==> src/sv/ethp_pkg.sv <==
// Shared types and constants for the Ethernet/IPv4/TCP header parser.
// Used by the front, queue, back and top-level modules; depends on nothing.
`default_nettype none

package ethp_pkg;

   localparam int unsigned MAX_FRAME_BYTES = 65536;
   localparam int unsigned ETH_HDR_LEN     = 14;
   localparam int unsigned TCP_MIN_LEN     = 20;
   localparam int unsigned IHL_MIN         = 5;
   localparam int unsigned QUEUE_DEPTH     = 2;
   localparam int unsigned QUEUE_PTR_W     = (QUEUE_DEPTH > 1) ? $clog2(QUEUE_DEPTH) : 1;
   localparam int unsigned QUEUE_CNT_W     = $clog2(QUEUE_DEPTH + 1);
   localparam int unsigned CSR_ADDR_W      = 1;
   localparam int unsigned CSR_DATA_W      = 16;
   localparam int unsigned RSP_DATA_W      = 216;

   localparam logic [16:0] OFFSET_LIMIT    = 17'(MAX_FRAME_BYTES);
   localparam logic [15:0] OFFSET_MAX      = 16'hFFFF;
   localparam logic [15:0] RESET_ETHERTYPE = 16'h0800;
   localparam logic [7:0]  RESET_PROTOCOL  = 8'h06;

   typedef enum logic [CSR_ADDR_W-1:0] {
      CSR_MATCH_ETHERTYPE = 1'b0,
      CSR_MATCH_PROTOCOL  = 1'b1
   } csr_index_type;

   typedef struct packed {
      logic [15:0] total_len;
      logic [3:0]  ip_hdr_words;
      logic [3:0]  tcp_hdr_words;
      logic [7:0]  tcp_flag_bits;
      logic [15:0] dst_port;
      logic [15:0] src_port;
      logic [31:0] dst_ip;
      logic [31:0] src_ip;
      logic [47:0] src_mac;
      logic [47:0] dst_mac;
   } hdr_summary_type;

endpackage

`default_nettype wire

==> src/sv/ethp_front.sv <==
// Front part of the header parser: takes frame bytes, tracks the byte offset,
// captures header fields and decides at the last byte whether a summary is due.
// Depends on ethp_pkg.
`default_nettype none

module ethp_front (
   input  wire                            clock,
   input  wire                            reset,
   input  wire                            req_tvalid,
   output logic                           req_tready,
   input  wire  [7:0]                     req_tdata,
   input  wire                            req_tlast,
   input  wire                            csr_we,
   input  wire  [ethp_pkg::CSR_ADDR_W-1:0] csr_addr,
   input  wire  [ethp_pkg::CSR_DATA_W-1:0] csr_wdata,
   input  wire                            q_full,
   output logic                           push,
   output ethp_pkg::hdr_summary_type      push_data
);
   import ethp_pkg::*;

   logic [15:0] offset_ff, offset_in;
   logic [15:0] match_eth_ff, match_eth_in;
   logic [7:0]  match_proto_ff, match_proto_in;

   logic [47:0] dst_mac_ff, dst_mac_in;
   logic [47:0] src_mac_ff, src_mac_in;
   logic [15:0] eth_ff, eth_in;
   logic [3:0]  ihl_ff, ihl_in;
   logic [15:0] total_ff, total_in;
   logic [7:0]  proto_ff, proto_in;
   logic [31:0] src_ip_ff, src_ip_in;
   logic [31:0] dst_ip_ff, dst_ip_in;
   logic [15:0] src_port_ff, src_port_in;
   logic [15:0] dst_port_ff, dst_port_in;
   logic [3:0]  thw_ff, thw_in;
   logic [7:0]  flags_ff, flags_in;

   logic        accept;
   logic        in_range;
   logic [6:0]  tcp_start;
   logic [15:0] tcp_off;
   logic [6:0]  need_m1;
   logic        frame_ok;
   csr_index_type csr_index;

   assign req_tready = !q_full;
   assign accept     = req_tvalid && req_tready;
   assign in_range   = {1'b0, offset_ff} < OFFSET_LIMIT;
   assign tcp_start  = 7'(ETH_HDR_LEN) + {1'b0, ihl_ff, 2'b00};
   assign tcp_off    = offset_ff - {9'b0, tcp_start};
   assign csr_index  = csr_index_type'(csr_addr);

   always_comb begin
      dst_mac_in  = dst_mac_ff;
      src_mac_in  = src_mac_ff;
      eth_in      = eth_ff;
      ihl_in      = ihl_ff;
      total_in    = total_ff;
      proto_in    = proto_ff;
      src_ip_in   = src_ip_ff;
      dst_ip_in   = dst_ip_ff;
      src_port_in = src_port_ff;
      dst_port_in = dst_port_ff;
      thw_in      = thw_ff;
      flags_in    = flags_ff;
      if (in_range) begin
         if (offset_ff < 16'd6) begin
            dst_mac_in = {dst_mac_ff[39:0], req_tdata};
         end else if (offset_ff < 16'd12) begin
            src_mac_in = {src_mac_ff[39:0], req_tdata};
         end else if (offset_ff < 16'd14) begin
            eth_in = {eth_ff[7:0], req_tdata};
         end else if (offset_ff == 16'd14) begin
            ihl_in = req_tdata[3:0];
         end else if (offset_ff == 16'd16 || offset_ff == 16'd17) begin
            total_in = {total_ff[7:0], req_tdata};
         end else if (offset_ff == 16'd23) begin
            proto_in = req_tdata;
         end else if (offset_ff >= 16'd26 && offset_ff < 16'd30) begin
            src_ip_in = {src_ip_ff[23:0], req_tdata};
         end else if (offset_ff >= 16'd30 && offset_ff < 16'd34) begin
            dst_ip_in = {dst_ip_ff[23:0], req_tdata};
         end
         // The TCP header begins right after the IPv4 header.
         if (ihl_in >= 4'(IHL_MIN) && offset_ff >= {9'b0, tcp_start}) begin
            if (tcp_off < 16'd2) begin
               src_port_in = {src_port_ff[7:0], req_tdata};
            end else if (tcp_off < 16'd4) begin
               dst_port_in = {dst_port_ff[7:0], req_tdata};
            end else if (tcp_off == 16'd12) begin
               thw_in = req_tdata[7:4];
            end else if (tcp_off == 16'd13) begin
               flags_in = req_tdata;
            end
         end
      end
   end

   always_comb begin
      need_m1  = 7'(ETH_HDR_LEN + TCP_MIN_LEN - 1) + {1'b0, ihl_in, 2'b00};
      frame_ok = (ihl_in >= 4'(IHL_MIN))
               && (offset_ff >= {9'b0, need_m1})
               && ({10'b0, need_m1} < OFFSET_LIMIT)
               && (eth_in == match_eth_ff)
               && (proto_in == match_proto_ff);
   end

   assign push = accept && req_tlast && frame_ok;

   always_comb begin
      push_data.total_len     = total_in;
      push_data.ip_hdr_words  = ihl_in;
      push_data.tcp_hdr_words = thw_in;
      push_data.tcp_flag_bits = flags_in;
      push_data.dst_port      = dst_port_in;
      push_data.src_port      = src_port_in;
      push_data.dst_ip        = dst_ip_in;
      push_data.src_ip        = src_ip_in;
      push_data.src_mac       = src_mac_in;
      push_data.dst_mac       = dst_mac_in;
   end

   always_comb begin
      offset_in = offset_ff;
      if (accept) begin
         if (req_tlast) begin
            offset_in = '0;
         end else if (offset_ff != OFFSET_MAX) begin
            offset_in = offset_ff + 16'd1;
         end
      end
   end

   always_comb begin
      match_eth_in   = match_eth_ff;
      match_proto_in = match_proto_ff;
      if (csr_we) begin
         unique case (csr_index)
            CSR_MATCH_ETHERTYPE: match_eth_in = csr_wdata[15:0];
            CSR_MATCH_PROTOCOL:  match_proto_in = csr_wdata[7:0];
            default: ;
         endcase
      end
   end

   always_ff @(posedge clock) begin
      if (reset) begin
         offset_ff      <= '0;
         match_eth_ff   <= RESET_ETHERTYPE;
         match_proto_ff <= RESET_PROTOCOL;
      end else begin
         offset_ff      <= offset_in;
         match_eth_ff   <= match_eth_in;
         match_proto_ff <= match_proto_in;
      end
   end

   always_ff @(posedge clock) begin
      if (reset) begin
         ihl_ff <= '0;
      end else if (accept) begin
         ihl_ff <= ihl_in;
      end
   end

   always_ff @(posedge clock) begin
      if (accept) begin
         dst_mac_ff  <= dst_mac_in;
         src_mac_ff  <= src_mac_in;
         eth_ff      <= eth_in;
         total_ff    <= total_in;
         proto_ff    <= proto_in;
         src_ip_ff   <= src_ip_in;
         dst_ip_ff   <= dst_ip_in;
         src_port_ff <= src_port_in;
         dst_port_ff <= dst_port_in;
         thw_ff      <= thw_in;
         flags_ff    <= flags_in;
      end
   end

   a_offset_restarts: assert property (@(posedge clock) disable iff (reset)
      (accept && req_tlast) |=> (offset_ff == '0))
      else $error("byte offset did not restart after the last item of a frame");

endmodule

`default_nettype wire

==> src/sv/ethp_queue.sv <==
// Short queue of header summaries between the front and back parts.
// Depends on ethp_pkg.
`default_nettype none

module ethp_queue (
   input  wire                       clock,
   input  wire                       reset,
   input  wire                       push,
   input  ethp_pkg::hdr_summary_type push_data,
   input  wire                       pop,
   output logic                      full,
   output logic                      not_empty,
   output ethp_pkg::hdr_summary_type head_data
);
   import ethp_pkg::*;

   hdr_summary_type entries_ff [QUEUE_DEPTH];
   logic [QUEUE_PTR_W-1:0] wr_ptr_ff, wr_ptr_in;
   logic [QUEUE_PTR_W-1:0] rd_ptr_ff, rd_ptr_in;
   logic [QUEUE_CNT_W-1:0] count_ff, count_in;

   assign full      = count_ff == QUEUE_CNT_W'(QUEUE_DEPTH);
   assign not_empty = count_ff != '0;
   assign head_data = entries_ff[rd_ptr_ff];

   always_comb begin
      wr_ptr_in = wr_ptr_ff;
      rd_ptr_in = rd_ptr_ff;
      count_in  = count_ff;
      if (push) begin
         wr_ptr_in = (wr_ptr_ff == QUEUE_PTR_W'(QUEUE_DEPTH - 1)) ? '0
                   : wr_ptr_ff + QUEUE_PTR_W'(1);
      end
      if (pop) begin
         rd_ptr_in = (rd_ptr_ff == QUEUE_PTR_W'(QUEUE_DEPTH - 1)) ? '0
                   : rd_ptr_ff + QUEUE_PTR_W'(1);
      end
      if (push && !pop) begin
         count_in = count_ff + QUEUE_CNT_W'(1);
      end else if (pop && !push) begin
         count_in = count_ff - QUEUE_CNT_W'(1);
      end
   end

   always_ff @(posedge clock) begin
      if (reset) begin
         wr_ptr_ff <= '0;
         rd_ptr_ff <= '0;
         count_ff  <= '0;
      end else begin
         wr_ptr_ff <= wr_ptr_in;
         rd_ptr_ff <= rd_ptr_in;
         count_ff  <= count_in;
      end
   end

   always_ff @(posedge clock) begin
      if (push) begin
         entries_ff[wr_ptr_ff] <= push_data;
      end
   end

   a_no_overflow: assert property (@(posedge clock) disable iff (reset)
      push |-> !full)
      else $error("summary written into a full queue");

   a_no_underflow: assert property (@(posedge clock) disable iff (reset)
      pop |-> not_empty)
      else $error("summary taken from an empty queue");

   a_count_bound: assert property (@(posedge clock) disable iff (reset)
      count_ff <= QUEUE_CNT_W'(QUEUE_DEPTH))
      else $error("queue fill count beyond its depth");

endmodule

`default_nettype wire

==> src/sv/ethp_back.sv <==
// Back part of the header parser: takes summaries from the queue, works out the
// payload length and holds the result item in an output register.
// Depends on ethp_pkg.
`default_nettype none

module ethp_back (
   input  wire                                 clock,
   input  wire                                 reset,
   input  wire                                 q_not_empty,
   input  ethp_pkg::hdr_summary_type           q_head,
   output logic                                pop,
   output logic                                rsp_tvalid,
   input  wire                                 rsp_tready,
   output logic [ethp_pkg::RSP_DATA_W-1:0]     rsp_tdata
);
   import ethp_pkg::*;

   logic                  valid_ff, valid_in;
   logic [RSP_DATA_W-1:0] data_ff;
   logic [RSP_DATA_W-1:0] data_in;
   logic [6:0]            hdr_bytes;
   logic [16:0]           payload_diff;
   logic [15:0]           payload;

   assign pop = q_not_empty && (!valid_ff || rsp_tready);

   always_comb begin
      hdr_bytes    = {1'b0, q_head.ip_hdr_words, 2'b00} + {1'b0, q_head.tcp_hdr_words, 2'b00};
      payload_diff = {1'b0, q_head.total_len} - {10'b0, hdr_bytes};
      payload      = payload_diff[16] ? '0 : payload_diff[15:0];
      data_in      = {payload, q_head.tcp_flag_bits, q_head.dst_port, q_head.src_port,
                      q_head.dst_ip, q_head.src_ip, q_head.src_mac, q_head.dst_mac};
      valid_in     = pop || (valid_ff && !rsp_tready);
   end

   always_ff @(posedge clock) begin
      if (reset) begin
         valid_ff <= 1'b0;
      end else begin
         valid_ff <= valid_in;
      end
   end

   always_ff @(posedge clock) begin
      if (pop) begin
         data_ff <= data_in;
      end
   end

   assign rsp_tvalid = valid_ff;
   assign rsp_tdata  = data_ff;

   a_pop_loads_output: assert property (@(posedge clock) disable iff (reset)
      pop |=> valid_ff)
      else $error("summary left the queue but no result item was loaded");

endmodule

`default_nettype wire

==> src/sv/eth_ipv4_tcp_header_parser_unit.sv <==
// Ethernet/IPv4/TCP header parser: takes one frame byte per cycle while the summary
// queue is not full and gives one summary per matching, complete frame. The result
// item is written into the summary queue and then into the output register. Bytes
// are held back while the queue is full; a two-entry summary queue and the output
// register absorb result stalls. Reset is synchronous and active high: it clears
// the offset, queue and output valid, and loads EtherType 0x0800 and protocol 6.
`default_nettype none

module eth_ipv4_tcp_header_parser_unit (
   input  wire                                  clock,
   input  wire                                  reset,
   input  wire                                  req_tvalid,
   output logic                                 req_tready,
   input  wire  [7:0]                           req_tdata,  // frame_byte
   input  wire                                  req_tlast,  // is_last
   output logic                                 rsp_tvalid,
   input  wire                                  rsp_tready,
   // dst_mac, src_mac, src_ip, dst_ip, src_port, dst_port, tcp_flag_bits, payload_bytes
   output logic [ethp_pkg::RSP_DATA_W-1:0]      rsp_tdata,
   input  wire                                  csr_we,
   input  wire  [ethp_pkg::CSR_ADDR_W-1:0]      csr_addr,
   input  wire  [ethp_pkg::CSR_DATA_W-1:0]      csr_wdata
);
   import ethp_pkg::*;

   logic            push;
   logic            pop;
   logic            q_full;
   logic            q_not_empty;
   hdr_summary_type push_data;
   hdr_summary_type q_head;

   ethp_front u_front (
      .clock      (clock),
      .reset      (reset),
      .req_tvalid (req_tvalid),
      .req_tready (req_tready),
      .req_tdata  (req_tdata),
      .req_tlast  (req_tlast),
      .csr_we     (csr_we),
      .csr_addr   (csr_addr),
      .csr_wdata  (csr_wdata),
      .q_full     (q_full),
      .push       (push),
      .push_data  (push_data)
   );

   ethp_queue u_queue (
      .clock     (clock),
      .reset     (reset),
      .push      (push),
      .push_data (push_data),
      .pop       (pop),
      .full      (q_full),
      .not_empty (q_not_empty),
      .head_data (q_head)
   );

   ethp_back u_back (
      .clock       (clock),
      .reset       (reset),
      .q_not_empty (q_not_empty),
      .q_head      (q_head),
      .pop         (pop),
      .rsp_tvalid  (rsp_tvalid),
      .rsp_tready  (rsp_tready),
      .rsp_tdata   (rsp_tdata)
   );

endmodule

`default_nettype wire

==> config.mk <==
export PLATFORM = sky130hd
export DESIGN_NAME = eth_ipv4_tcp_header_parser_unit
export DESIGN_NICKNAME = d
export VERILOG_FILES = /design/src/sv/ethp_pkg.sv /design/src/sv/ethp_front.sv /design/src/sv/ethp_queue.sv /design/src/sv/ethp_back.sv /design/src/sv/eth_ipv4_tcp_header_parser_unit.sv
export SDC_FILE = /design/constraint.sdc
export NUM_CORES = 1
export LEC_CHECK = 0
export BUFFER_PORTS_ARGS = -buffer_cell sky130_fd_sc_hd__buf_4
export CAP_MARGIN = 20
export CORE_MARGIN = 2
export CORE_UTILIZATION = 54
export DETAILED_ROUTE_END_ITERATION = 10
export GPL_TIMING_DRIVEN = 0
export PLACE_DENSITY = 0.81
export SYNTH_ARGS = -nofsm -noshare
export SYNTH_HDL_FRONTEND = slang
export SYNTH_SLANG_ARGS = --single-unit
==> constraint.sdc <==
create_clock -name clock -period 14.7 [get_ports clock]
set_input_delay 1.47 -clock clock [delete_from_list [all_inputs] [get_ports clock]]
set_output_delay 1.47 -clock clock [all_outputs]
set_load 0.03 [all_outputs]
==> impl_metrics.yaml <==
clocking:
  htree_levels: 3
  cts_sinks: 958
  post_cts_resized: 0
  cts_hold_buf: 0
  clkLatencyLatePin_ns: 0.64
  cts_made_buffers: 95
  tritoncts: "yes"
  clockRootBuffer: "clkbuf_16"
  cts_setup_buffers: 0
  cts_buffer_depth: 3
  cts.reportedPaths.clkPinSlew_ns: 0.06
worst_hold_path:
  hold_start: "u_front.match_proto_ff[6]"
  hold_class: "reg2reg"
cells_and_area:
  syn2layout_area_growth_pct: 18.1
  fin_nets: 2432
  instances_no_fill: 3328
  drive_gt1_share_pct: 34.7
  final_common_cell: "edfxtp_1"
  layout_common_cells: "908 x edfxtp_1, 418 x mux2_2, 246 x buf_4"
yosys:
  synth-edff-count: 908
  syn_inst: 2012
  syn_avg_cell_area_sq_um: 18.3
  synthDistinctLibCells: 68
  synthFlopType: "edfxtp_1"
  synth_area_leader_cell: "edfxtp_1"
  ys_async_sr_fraction_pct: 0
  synth_nets: 2068
  yosysWarnings: 0
  ys_ff_latch: 958
  syn_area_sq_um: 36800
  synth_top_cell_area_share_pct: 74.2
  yosys-top-cells-area: "edfxtp_1 74%, mux2_2 13%, dfxtp_1 2.7%"
  seq_area_frac_synth_pct: 76.9
run_status:
  outcome: "finished clean"
global_routing:
  grt_pass1_wl_um: 115000
  antenna_found_initial: 1
  grt_pass1_vias: 19500
  overflow: 0
  grt_max_degree: 121
  gr-usage-all-layers_pct: 21.4
timing:
  setup_viol: 0
  layout_min_cycle_time_ns: 6.15
  finalCritPeriodShare_pct: 41.9
  worst_slew_pin_slew_ns: 0.960
  max-slew-margin-rel_pct: 35.4
  slew_violations: 0
  clock_skew_ns: 0.0221
  hold_viol: 0
  fmax_ghz: 0.163
  rsz0062_at_grt: "no"
placed_design:
  numPortBuffers: 245
  gp_congestion: 0.866
  place_inst: 3151
  dp_hpwl_um: 48800
critical_path:
  crit_type: "reg2reg"
  critPathLaunchType: "flip-flop"
  cp.required_ns: 15.06
  critPathArrivalTime_ns: 6.51
  crit_path_end_kind: "flip-flop"
  worstPathMaxFanout: 10
floorplan:
  die_y_um: 265
  rows: 95
  dieArea_sq_um: 70200
  initial_core_util_pct: 54.7
  core-area_sq_um: 67300
  fp.dieW_um: 265
  num_io_pins: 249
routing:
  drt.antenna.violating_nets: 0
  drc: 0
  vias_per_cell: 5.68
  via_count: 18900
  finalWirelength_um: 75900
  drtPass1Iterations: 5
  drt_iter0_drc: 1801
  routedWlPerCell_um: 22.8
pwr:
  ir_drop_mv: 0.0787
  p_total_mw: 5.58
  power.density_nw_per_um2: 129
  leakage_nw: 12.9
run:
  cap_violations: 0
## routing by layer
| metal | share of wire, % | global-route usage [%] | vias up |
|---|---|---|---|
| li1 | - | - | 8498 |
| met1 | 42 | 28.9 | 9672 |
| met2 | 51 | 36.3 | 606 |
| met3 | 5.1 | 3.31 | 112 |
| met4 | 1.9 | 6.35 | 2 |
| met5 | 0.017 | 0 | - |
## critical path, stage by stage (launching register included)
cell and delay [ns]:
dfxtp_1 0.30, clkbuf_1 0.36, buf_1 0.49, buf_1 0.68, buf_1 0.64, mux2i_1 0.32, fa_1 0.43, ha_1 0.34
o21a_1 0.23, o21a_1 0.21, o21a_1 0.26, nor4_1 0.59, nor2b_1 0.44, clkbuf_1 0.45, nor3_1 0.13
## report_power, final
part	switching (mW)	internal [mW]	leakage, nW
combinational	0.0656	0.0366	4.08
clock	1.01	1.47	1.56
sequential	0.0176	2.99	7.27
## synthesized netlist by cell type (4+ instances only)
cell type,number
a21oi_1,44
o21a_1,4
mux2_2,418
ha_1,20
or3_1,7
nor2_1,58
nor4_1,12
nor2b_1,15
a211oi_1,8
nand4_1,13
fa_1,5
buf_1,22
xor2_1,29
xnor2_1,16
a21o_1,6
nand3_1,11
nand2_1,111
nand3b_1,5
nor3_1,15
inv_1,38
dfxtp_1,50
edfxtp_1,908
o21ai_0,34
clkbuf_1,52
mux2i_1,29
nand2b_1,12
buf_2,7
## metrics by stage
stage	TNS (ns)	setup WS, ns	util (%)	instance area (sq um)	hold slack [ns]
after global placement	-1616.90	-7.23	59.0	39700	0.467
after global routing	0	8.14	64.5	43400	0.530
after detailed placement	0	8.33	59.7	40200	0.471
after floorplan	0	0.848	-	36800	0.448
after CTS	0	8.58	64.5	43400	0.475
final	0	8.55	64.5	43400	0.475
## state kept, by name, summed over array words and instances (netlist names), 16 cells and up, named ones only
signal                flops
u_back.rsp_tdata        216
u_front.dst_ip_ff        32
u_front.dst_mac_ff       48
u_front.dst_port_ff      16
u_front.eth_ff           16
u_front.match_eth_ff     16
u_front.offset_ff        16
u_front.src_ip_ff        32
u_front.src_mac_ff       48
u_front.src_port_ff      16
u_front.total_ff         16
u_queue.entries_ff      448
## worst paths after layout
| path | to | slack, ns | cells after the start |
|---|---|---|---|
| worst min register to register | u_front.match_proto_ff[6] | 0.47 | 2 |
| worst min-delay path | u_front.match_proto_ff[6] | 0.47 | 2 |
| worst max register to register | u_back.rsp_tdata[204] | 8.55 | 14 |
| worst max-delay path | u_back.rsp_tdata[204] | 8.55 | 14 |
## kinds of logic (layout without fill, tap and decap cells)
logic type | after synthesis | after routing | share of synthesized area (%)
buf+inv | 120 | 562 | 1.26
flops | 958 | 958 | 76.9
xor+xnor | 45 | 45 | 1.07
fa+ha+maj | 25 | 25 | 0.953
mux | 450 | 450 | 13.7
other cells | 0 | 1 | 0
compound gates | 126 | 126 | 2.14
simple gates | 288 | 288 | 3.97
## layout make-up
cell class                 count  area (sq um)
multi-input combinational    934          8050
antenna                        1          2.50
fill                        4478         23900
buffer                        82           324
clock inverter                60           734
timing repair buffer         267          2310
clock buffer                 115          2470
sequential                   958         28300
inverter                      38           150
tap                          873          1090
Power figures use the tool's default switching activity.
